===== src/mean_shift_mode_seek_macros.svh =====
// ----------------------------------------------------------------------------
// Assertion macros for the mode seeker
// Concurrent checks on i_clk, disabled while i_rst_n is low.
// ----------------------------------------------------------------------------
`ifndef MEAN_SHIFT_MODE_SEEK_MACROS_SVH
`define MEAN_SHIFT_MODE_SEEK_MACROS_SVH

`ifndef ASSERT_OFF
// same-cycle implication
`define MSMS_AST_IMP(lbl, ante, cons, msg) \
    lbl: assert property (@(posedge i_clk) disable iff (!i_rst_n) (ante) |-> (cons)) \
        else $error(msg);
// next-cycle implication
`define MSMS_AST_NXT(lbl, ante, cons, msg) \
    lbl: assert property (@(posedge i_clk) disable iff (!i_rst_n) (ante) |=> (cons)) \
        else $error(msg);
`else
`define MSMS_AST_IMP(lbl, ante, cons, msg)
`define MSMS_AST_NXT(lbl, ante, cons, msg)
`endif

`endif


===== src/msms_div.sv =====
`timescale 1ns / 1ps
// ----------------------------------------------------------------------------
// msms_div
// Restoring unsigned divider, one quotient bit per cycle.
// ----------------------------------------------------------------------------
module msms_div #(
    parameter int DW = 65,
    parameter int VW = 28
) (
    input  logic          i_clk,
    input  logic          i_rst_n,
    input  logic          i_start,
    input  logic [DW-1:0] i_dvd,
    input  logic [VW-1:0] i_dvs,
    output logic          o_busy,
    output logic          o_done,
    output logic [DW-1:0] o_quo
);
    localparam int CNT_W = $clog2(DW + 1);

    logic [CNT_W-1:0] r_cnt;
    logic [VW-1:0]    r_rem;
    logic [VW-1:0]    r_dvs;
    logic [DW-1:0]    r_q;
    logic             r_done;
    logic [VW:0]      w_sh;
    logic             w_ge;

    assign w_sh = {r_rem, r_q[DW-1]};
    assign w_ge = w_sh >= {1'b0, r_dvs};

    always_ff @(posedge i_clk) begin
        if (!i_rst_n) begin
            r_cnt  <= '0;
            r_done <= 1'b0;
        end else begin
            r_done <= 1'b0;
            if (i_start) begin
                r_cnt <= CNT_W'(DW);
            end else if (r_cnt != '0) begin
                r_cnt  <= r_cnt - 1'b1;
                r_done <= r_cnt == CNT_W'(1);
            end
        end
    end

    always_ff @(posedge i_clk) begin
        if (i_start) begin
            r_q   <= i_dvd;
            r_rem <= '0;
            r_dvs <= i_dvs;
        end else if (r_cnt != '0) begin
            // remainder stays below the divisor, so VW bits hold it
            r_rem <= w_ge ? VW'(w_sh - {1'b0, r_dvs}) : w_sh[VW-1:0];
            r_q   <= {r_q[DW-2:0], w_ge};
        end
    end

    assign o_busy = r_cnt != '0;
    assign o_done = r_done;
    assign o_quo  = r_q;
endmodule


===== config.mk =====
export PLATFORM = sky130hd
export DESIGN_NAME = msms_div
export DESIGN_NICKNAME = d
export VERILOG_FILES = /design/src/mean_shift_mode_seek_macros.svh /design/src/msms_div.sv
export SDC_FILE = /design/constraint.sdc
export NUM_CORES = 1
export LEC_CHECK = 0
export ABC_AREA = 1
export BUFFER_PORTS_ARGS = -buffer_cell sky130_fd_sc_hd__buf_4
export CAP_MARGIN = 10
export CORE_MARGIN = 4
export CORE_UTILIZATION = 50
export CTS_CLUSTER_DIAMETER = 150
export DETAILED_ROUTE_END_ITERATION = 16
export GPL_TIMING_DRIVEN = 0
export PLACE_DENSITY_LB_ADDON = 0.2
export SYNTH_ARGS = -nofsm -noshare
export SYNTH_HDL_FRONTEND = slang
export SYNTH_SLANG_ARGS = --single-unit
export TNS_END_PERCENT = 10

===== constraint.sdc =====
create_clock -name i_clk -period 2.9 [get_ports i_clk]
set_input_delay 0.58 -clock i_clk [delete_from_list [all_inputs] [get_ports i_clk]]
set_output_delay 0.58 -clock i_clk [all_outputs]
set_load 0.01 [all_outputs]

==> results of run 1 <==
## registers in the layout, summed over array words and instances, names as in the netlist
name,cells
r_dvs,28
r_rem,28
o_quo,65
r_cnt,7
o_done,1
## cell families (layout without fill, tap and decap cells)
family / after synthesis / count (layout) / synth area share [%]
buffers and inverters: 189 / 384 / 9.82
XOR/XNOR: 17 / 17 / 1.96
AO/OA/AOI/OAI: 53 / 53 / 3.93
flip-flops: 129 / 129 / 46.2
AND/OR/NAND/NOR: 609 / 609 / 32.7
adder cells (fa/ha/maj): 32 / 32 / 5.36
## cells in the final DEF, fill, tap and decap left out, types with 4 or more instances in the layout
| cell type | count |
|---|---|
| buf_4 | 165 |
| xnor2_1 | 13 |
| nor2_1 | 70 |
| ha_1 | 31 |
| nand2_2 | 4 |
| edfxtp_1 | 93 |
| inv_8 | 6 |
| nor2_2 | 8 |
| inv_6 | 4 |
| nand2_1 | 448 |
| nand3_1 | 56 |
| dfxtp_1 | 36 |
| a21oi_1 | 23 |
| xor2_1 | 4 |
| o21ai_0 | 12 |
| clkbuf_16 | 17 |
| clkbuf_1 | 14 |
| inv_1 | 163 |
| o21ai_1 | 10 |
| nand4_1 | 7 |
| nand3b_1 | 4 |
## cell usage after synthesis, types with 7 or more instances
library cell	count
nand2_1	448
inv_1	163
edfxtp_1	93
nor2_1	70
nand3_1	56
dfxtp_1	36
ha_1	31
a21oi_1	23
clkbuf_1	14
xnor2_1	13
o21ai_0	12
o21ai_1	10
nor2_2	8
nand4_1	7
## cell type report
cell class	count	area [µm²]	area share [%]
repair buffers	163	1240	12.9
clock inverters	15	160	1.66
flip-flops and latches	129	3510	36.3
multi-input cells	711	3350	34.6
well taps	184	230	2.38
inverters	164	617	6.38
plain buffers	25	131	1.36
clock buffers	17	425	4.40
## stage by stage
stage                     hold slack, ns  TNS (ns)  utilization [%]  instances  worst slack (ns)
after detailed placement           0.470    -29.19             61.6       1375            -0.414
after floorplan                    0.447         0                -       1029             0.705
after global routing               0.299         0             65.8       1408             0.375
after global placement             0.459    -28.22             61.6       1375            -0.403
final                              0.316         0             65.8       1408             0.545
after CTS                          0.302         0             65.6       1407            0.0339
## how the worst max path moves through the flow
| stage | start | to | slack, ns | cells after the start |
|---|---|---|---|---|
| after floorplan | i_start | o_quo[0] | 0.71 | 3 |
| after global placement | i_start | o_quo[16] | -0.40 | 4 |
| after detailed placement | i_start | o_quo[12] | -0.41 | 4 |
| after CTS | r_cnt[4] | o_quo[14] | 0.03 | 6 |
| after global routing | r_dvs[2] | o_quo[0] | 0.37 | 15 |
| final | r_cnt[0] | o_busy | 0.55 | 5 |
## power breakdown
group / internal [mW] / switching (mW)
logic: 1.43 / 2.33
registers: 2.45 / 0.282
clock network: 1.15 / 0.952
total: 5.03 / 3.57
## per-layer routing
metal  GRT usage [%]  vias to the layer above  part of all wire [%]
li1                -                     3555                     -
met5               0                        -                     0
met2            39.2                      231                    47
met3            9.10                       27                   8.7
met1            30.1                     3167                    43
met4            6.71                        0                   1.5
==> impl_metrics.json, run 1 <==
{
  "reg2reg_from": "r_dvs[1]",
  "fillers": 1307,
  "syn_to_final_growth_pct": 27.1,
  "status": "completed",
  "grt_pass1_vias": 6813,
  "slew_violations": 0,
  "gp_congestion": 0.932,
  "yosys_warnings": 0,
  "hold_buffers": 0,
  "ys_async_sr_fraction_pct": 0,
  "clock_sinks": 129,
  "rows": 44,
  "design_power_total_mw": 8.59,
  "rrSetupSlack_ns": 0.55,
  "postRouteAntennaNets": 0,
  "place_area_um2": 9050,
  "final_layout_size_suffix_gt1_share_pct": 18.5,
  "routed_wl_um": 20800,
  "whs_path_depth": 1,
  "core_um2": 14700,
  "cts_buffers": 17,
  "hold_viol_final": 0,
  "peakVddDrop_v": 0.000496,
  "clock_skew_ns": 0.0118,
  "antenna_found_initial": 0,
  "ys.flop_type": "edfxtp_1",
  "ys_top_cells_by_area": "edfxtp_1 37%, nand2_1 22%, dfxtp_1 9.5%",
  "fmax_mhz": 425,
  "h-tree-depth": 4,
  "drc": 0,
  "synth_seq_area_share_pct": 46.2,
  "cts_tree": "yes",
  "synth_top_area_cell": "edfxtp_1",
  "clockBufferDepth": 2,
  "synth_edf_count": 93,
  "rsz0062_at_grt": "false",
  "ys_ff_latch": 129,
  "drt-initial-drc-count": 480,
  "synthCells": 1029,
  "startpoint_type": "flip-flop",
  "critical_path_buf_inv_count": 3,
  "postLayoutCellArea_um2": 9670,
  "critical_path_class": "reg2out",
  "avgViaCountPerCell": 4.96,
  "grt_pass1_wl_um": 33300,
  "min_from": "i_dvs[4]",
  "period_needed_ns": 2.35,
  "cp_data_arrival_time_ns": 1.77,
  "fp.dieW_um": 131,
  "synth_top_area_share_pct": 36.7,
  "crit_chain": "inv_1 > ha_1 > nand3_2 > buf_2 > buf_4",
  "clock_latency_ns": 0.44,
  "syn_area_per_cell_um2": 7.39,
  "holdCritPathClass": "in2reg",
  "synth_cell_types": 35,
  "grt_max_degree": 75,
  "end_kind": "primary output",
  "hold_end": "r_dvs[4]",
  "num_io_pins": 163,
  "max_stage_delay_ns": 0.37,
  "power.density_nw_per_um2": 889,
  "path_max_fanout": 10,
  "slew_headroom_pct": 55.8,
  "wl_per_cell_um": 14.8,
  "fin_crit_sh_pct": 81.2,
  "path_clk_slew_ns": 0.07,
  "required_ns": 2.32,
  "initial_core_util_pct": 51.8,
  "drt_first_pass_iters": 5,
  "p_leak_nw": 5.12,
  "grt_use_total_pct": 24.0,
  "die_area_um2": 17300,
  "grt_remaining_overflow": 0,
  "port_buffers": 162,
  "post-cts-setup-buffer-count": 0,
  "via_count": 6980,
  "cp_slowest_cell": "dfxtp_1",
  "die_y_um": 131,
  "worst_slew_pin_slew_ns": 0.664,
  "worstReg2RegEnd": "o_quo[0]",
  "critPathTopFamily": "buffers and inverters",
  "ctsResizeCount": 0,
  "dp_hpwl_um": 15800,
  "diodes": 0,
  "setup_viol": 0,
  "netlist_area_um2": 7610,
  "worstRegToRegCells": 13,
  "nets": 1339,
  "cts-root-buf": "clkbuf_16",
  "syn-num-nets": 1157,
  "drv_cap": 0
}
(Power assumes the default switching activity.)
==> inputs of run 2 (changes only) <==
==> constraint.sdc (replaced) <==
create_clock -name i_clk -period 2.01 [get_ports i_clk]
set_input_delay 0.402 -clock i_clk [delete_from_list [all_inputs] [get_ports i_clk]]
set_output_delay 0.402 -clock i_clk [all_outputs]
set_load 0.01 [all_outputs]
==> run 2 against run 1 <==
The flow now finishes with violations (setup timing). Wire length increased by 13%. Register-to-register slack got worse by 0.61 ns. Critical path type is now reg2reg. Design area increased by 13%. Final cell count increased by 3.4%. Largest power group unchanged. Power increased by 71%.
==> impl_metrics.json, run 2 (synthesized netlist as in run 1, its figures left out) <==
{
  "cp_slowest_cell": "edfxtp_1",
  "period_needed_ns": 2.07,
  "crit_chain": "inv_2 > ha_4 > nand2_4 > inv_1 > nand2_1 > nand2_2 > nand2_2 > nand2_2 > a31oi_4 > nand2_8 > buf_8 > nand2_1 > nand3_1 > nand2_1 > inv_1",
  "clock_sinks": 129,
  "via_count": 7480,
  "worstReg2RegEnd": "r_rem[14]",
  "holdCritPathClass": "in2reg",
  "cts_tree": "yes",
  "wl_per_cell_um": 16.2,
  "h-tree-depth": 4,
  "multi_input_area_um2": 4170,
  "whs_ns": 0.155,
  "clock_latency_ns": 0.42,
  "core_um2": 14700,
  "hold_viol_final": 0,
  "p_seq_share_pct": 27.6,
  "fillers": 1071,
  "worst_slew_pin_slew_ns": 0.586,
  "fin_crit_sh_pct": 103,
  "die_area_um2": 17300,
  "setup_viol": 11,
  "grt_pass1_vias": 7144,
  "internal-power_mw": 8.62,
  "drc": 0,
  "drv_cap": 0,
  "switching_share_pct": 41.4,
  "seq_area_um2": 3520,
  "syn_to_final_growth_pct": 43.3,
  "status": "complete, but fails checks",
  "port_buffers": 162,
  "gp_congestion": 0.916,
  "fin_ws_ns": -0.0601,
  "slew_headroom_pct": 61.0,
  "reg2reg_from": "r_dvs[23]",
  "power.density_nw_per_um2": 1350,
  "slew_violations": 0,
  "peakVddDrop_v": 0.000860,
  "worstRegToRegCells": 15,
  "path_clk_slew_ns": 0.06,
  "required_ns": 2.33,
  "switchingPower_mw": 6.10,
  "final_cell_mix": "374 x nand2_1, 205 x buf_4, 137 x inv_1",
  "fp.dieW_um": 131,
  "p_leak_nw": 5.45,
  "diodes": 0,
  "antenna_found_initial": 0,
  "cts-root-buf": "clkbuf_16",
  "design_power_total_mw": 14.7,
  "hold_end": "r_dvs[14]",
  "drt_first_pass_iters": 6,
  "rrSetupSlack_ns": -0.06,
  "grt_remaining_overflow": 0,
  "nets": 1387,
  "grt_use_total_pct": 25.8,
  "layout_commonest_cell": "nand2_1",
  "end_kind": "flip-flop",
  "path_max_fanout": 6,
  "grt_max_degree": 75,
  "rsz0062_at_grt": "true",
  "min_from": "i_dvs[14]",
  "grt_pass1_wl_um": 35900,
  "postRouteAntennaNets": 0,
  "critical_path_class": "reg2reg",
  "largest_register_ffs": 65,
  "clkPwrFrac_pct": 20.0,
  "p_comb_share_pct": 52.5,
  "fmax_mhz": 483,
  "num_io_pins": 163,
  "failed_checks": "setup timing",
  "routed_wl_um": 23600,
  "rows": 44,
  "initial_core_util_pct": 51.8,
  "clockBufferDepth": 2,
  "cts_buffers": 17,
  "clock_skew_ns": 0.00801,
  "cp_data_arrival_time_ns": 2.39,
  "dp_hpwl_um": 15800,
  "die_y_um": 131,
  "drt-initial-drc-count": 554,
  "startpoint_type": "flip-flop",
  "avgViaCountPerCell": 5.14,
  "max_stage_delay_ns": 0.38,
  "whs_path_depth": 1,
  "final_layout_size_suffix_gt1_share_pct": 34.9
}
==> run 2: worst max-delay path, delay by kind of cell, from the launching register on <==
kind	cells	cell delay, ns
and+or+nand+nor	9	0.75
DFF	1	0.38
buffers and inverters	4	0.32
AOI/OAI and AO/OA	1	0.29
adders and majority gates	1	0.23
==> run 2: final cells by class <==
| class | count | share of cell area [%] |
|---|---|---|
| Buffer | 25 | 1.48 |
| Inverter | 164 | 5.76 |
| Timing Repair Buffer | 210 | 14.9 |
| Tap cell | 184 | 2.11 |
| Clock inverter | 12 | 0.999 |
| Timing Repair inverter | 1 | 0.0804 |
| Sequential cell | 129 | 32.3 |
| Clock buffer | 20 | 4.10 |
| Multi-Input combinational cell | 711 | 38.3 |
==> run 2: worst max-delay path by stage <==
stage / start / end / slack, ns
after floorplan: o_quo[64] / r_rem[18] / 0.07
after global placement: i_start / o_quo[12] / -0.51
after detailed placement: i_start / o_quo[62] / -0.57
after CTS: r_cnt[0] / o_busy / -0.10
after global routing: r_dvs[24] / r_rem[14] / -0.16
final: r_dvs[23] / r_rem[14] / -0.06
==> run 2: power by group through the flow <==
stage | Combinational, mW | Sequential, mW | Clock, mW
floorplan | 3.57 | 3.99 | 0
finish | 7.72 | 4.05 | 2.94
global placement | 5.31 | 3.95 | 0
global route | 8.35 | 4.12 | 3.09
detailed placement | 5.35 | 3.95 | 0
CTS | 6.51 | 4.03 | 2.96
==> run 2: per-stage QoR <==
stage / setup WS, ns / cell area (µm²) / cells / util (%) / setup TNS (ns)
final: -0.0601 / 10900 / 1456 / 74.1 / -0.282
after global placement: -0.511 / 9060 / 1375 / 61.6 / -68.10
after global routing: -0.162 / 10900 / 1456 / 74.1 / -3.05
after floorplan: 0.0689 / 7610 / 1029 / - / 0
after detailed placement: -0.574 / 9060 / 1375 / 61.6 / -74.53
after CTS: -0.100 / 10400 / 1434 / 70.5 / -0.144
==> run 2: per-layer routing <==
layer	GRT usage, %	vias up	wire [µm]
met4	6.48	0	570
met3	8.87	42	2160
met5	0	-	0
li1	-	3669	-
met2	43.8	268	11400
met1	31.7	3501	9390
==> run 2: what timing repair did <==
item	CTS	global route
gates resized for setup	113	117
pin swaps	33	54
hold buffers	0	0
setup buffers	24	20
cloned	3	2
endpoints found under the setup margin	161	129
==> inputs of run 3 (changes only) <==
--- a/config.mk
+++ b/config.mk
@@ -13,6 +13,7 @@
 export CTS_CLUSTER_DIAMETER = 150
 export DETAILED_ROUTE_END_ITERATION = 16
 export GPL_TIMING_DRIVEN = 0
+export MAX_ROUTING_LAYER = met4
 export PLACE_DENSITY_LB_ADDON = 0.2
 export SYNTH_ARGS = -nofsm -noshare
 export SYNTH_HDL_FRONTEND = slang
==> run 3 against run 2 <==
Design area fell by 4.3%. Via count decreased by 2.9%. First-iteration DRC count is 6.5% lower. Clock power up 1%. The flow still finishes with violations (setup timing). Hold slack worse by 0.0081 ns.
==> impl_metrics.json, run 3 (synthesized netlist as in run 1, its figures left out) <==
{
  "layout_commonest_cell": "nand2_1",
  "required_ns": 2.17,
  "fmax_mhz": 482,
  "min_from": "i_dvs[7]",
  "hold_end": "r_dvs[7]",
  "postRouteAntennaNets": 0,
  "clock_latency_ns": 0.43,
  "grt_remaining_overflow": 0,
  "clock_sinks": 129,
  "slew_headroom_pct": 64.1,
  "largest_register_ffs": 65,
  "status": "complete, but fails checks",
  "core_um2": 14700,
  "hold_buffers": 0,
  "hold_viol_final": 0,
  "worst_slew_pin_slew_ns": 0.537,
  "cts-root-buf": "clkbuf_16",
  "fillers": 1193,
  "diodes": 0,
  "die_area_um2": 17300,
  "grt_max_degree": 38,
  "antenna_found_initial": 0,
  "cts_tree": "yes",
  "via_count": 7262,
  "setup_viol": 27,
  "grt_use_total_pct": 25.9,
  "reg2reg_from": "r_dvs[16]",
  "cts_buffers": 17,
  "die_y_um": 131,
  "port_buffers": 162,
  "multi_input_area_um2": 3910,
  "final_cell_mix": "407 x nand2_1, 185 x buf_4, 149 x inv_1",
  "period_needed_ns": 2.07,
  "fin_util_pct": 71.0,
  "grt_pass1_vias": 7158,
  "num_io_pins": 163,
  "rsz0062_at_grt": "true",
  "initial_core_util_pct": 51.8,
  "fp.dieW_um": 131,
  "worstReg2RegEnd": "o_quo[0]",
  "clock_skew_ns": 0.0101,
  "nets": 1362,
  "p_leak_nw": 5.26,
  "drt_first_pass_iters": 5,
  "drc": 0,
  "power.density_nw_per_um2": 1320,
  "final_layout_size_suffix_gt1_share_pct": 28.4,
  "gp_congestion": 0.965,
  "whs_path_depth": 1,
  "avgViaCountPerCell": 5.07,
  "fin_ws_ns": -0.0640,
  "slew_violations": 0,
  "end_kind": "flip-flop",
  "startpoint_type": "flip-flop",
  "holdCritPathClass": "in2reg",
  "place_area_um2": 9060,
  "rrSetupSlack_ns": -0.06,
  "clockBufferDepth": 2,
  "syn_to_final_growth_pct": 37.1,
  "fin_crit_sh_pct": 103,
  "postLayoutCellArea_um2": 10400,
  "whs_ns": 0.147,
  "design_power_total_mw": 13.7,
  "path_max_fanout": 5,
  "dp_hpwl_um": 15800,
  "cp_data_arrival_time_ns": 2.24,
  "h-tree-depth": 4,
  "drv_cap": 0,
  "failed_checks": "setup timing",
  "drt-initial-drc-count": 518,
  "worstRegToRegCells": 13,
  "grt_pass1_wl_um": 34800,
  "path_clk_slew_ns": 0.06,
  "critical_path_class": "reg2reg",
  "seq_area_um2": 3520,
  "peakVddDrop_v": 0.000922,
  "routed_wl_um": 22200,
  "wl_per_cell_um": 15.5,
  "rows": 44
}
## run 3: changes by cell type in the layout (fill, tap and decap cells not counted), sizes merged
cell and delta:
clkbuf +1, buf -25, inv -1
## run 3: worst max-delay path by stage
stage               from   endpoint  slack (ns)
2_1_floorplan  o_quo[64]  r_rem[18]        0.07
3_3_place_gp     i_start  o_quo[12]       -0.54
3_5_place_dp     i_start  o_quo[12]       -0.59
4_1_cts        r_dvs[26]  r_rem[27]       -0.10
5_1_grt        r_dvs[17]  r_rem[12]       -0.19
6_report       r_dvs[16]   o_quo[0]       -0.06
## run 3: repair_timing
| action | CTS | global route |
|---|---|---|
| gates resized for setup | 81 | 62 |
| gates cloned | 3 | 0 |
| pin swaps | 19 | 34 |
| endpoints found under the setup margin | 159 | 135 |
| buffers inserted | 12 | 9 |
## run 3: cell type report
cell class,instances,share of cell area (%)
buffer,25,1.42
clock buffer,21,4.41
clock inverter,11,1.01
inverter,164,6.02
multi-input combinational,711,37.5
sequential,129,33.7
tap,184,2.21
timing repair buffer,185,13.6
timing repair inverter,1,0.156
## run 3: where the power goes
group	switching, mW	internal [mW]	leakage, nW
clock network	1.21	1.77	0.266
registers	0.494	3.54	1.27
logic	3.88	2.84	3.72
## run 3: worst max-delay path, cell delays in order, from the launching register on
cell	delay, ns
edfxtp_1	0.38
inv_2	0.10
ha_4	0.23
nand2_1	0.06
nand2_1	0.07
inv_1	0.07
nand2_2	0.06
nand2_2	0.07
nand2_2	0.07
a21oi_2	0.15
nand2_2	0.08
nor2_4	0.22
buf_6	0.20
o21ai_2	0.05
## run 3: stage by stage
stage | worst slack, ns | std cells | setup TNS, ns
floorplan | 0.0689 | 1029 | 0
global placement | -0.536 | 1375 | -69.61
detailed placement | -0.587 | 1375 | -75.31
CTS | -0.101 | 1422 | -1.19
global route | -0.189 | 1431 | -4.67
finish | -0.0640 | 1431 | -0.862
## run 3: metal layers
metal  track usage [%]  vias up  part of all wire, %
li1                  -     3613                    -
met1              30.8     3296                   41
met2              42.3      316                   48
met3              7.84       37                  9.3
met4              8.93        0                  2.0
met5                 -        -                    0
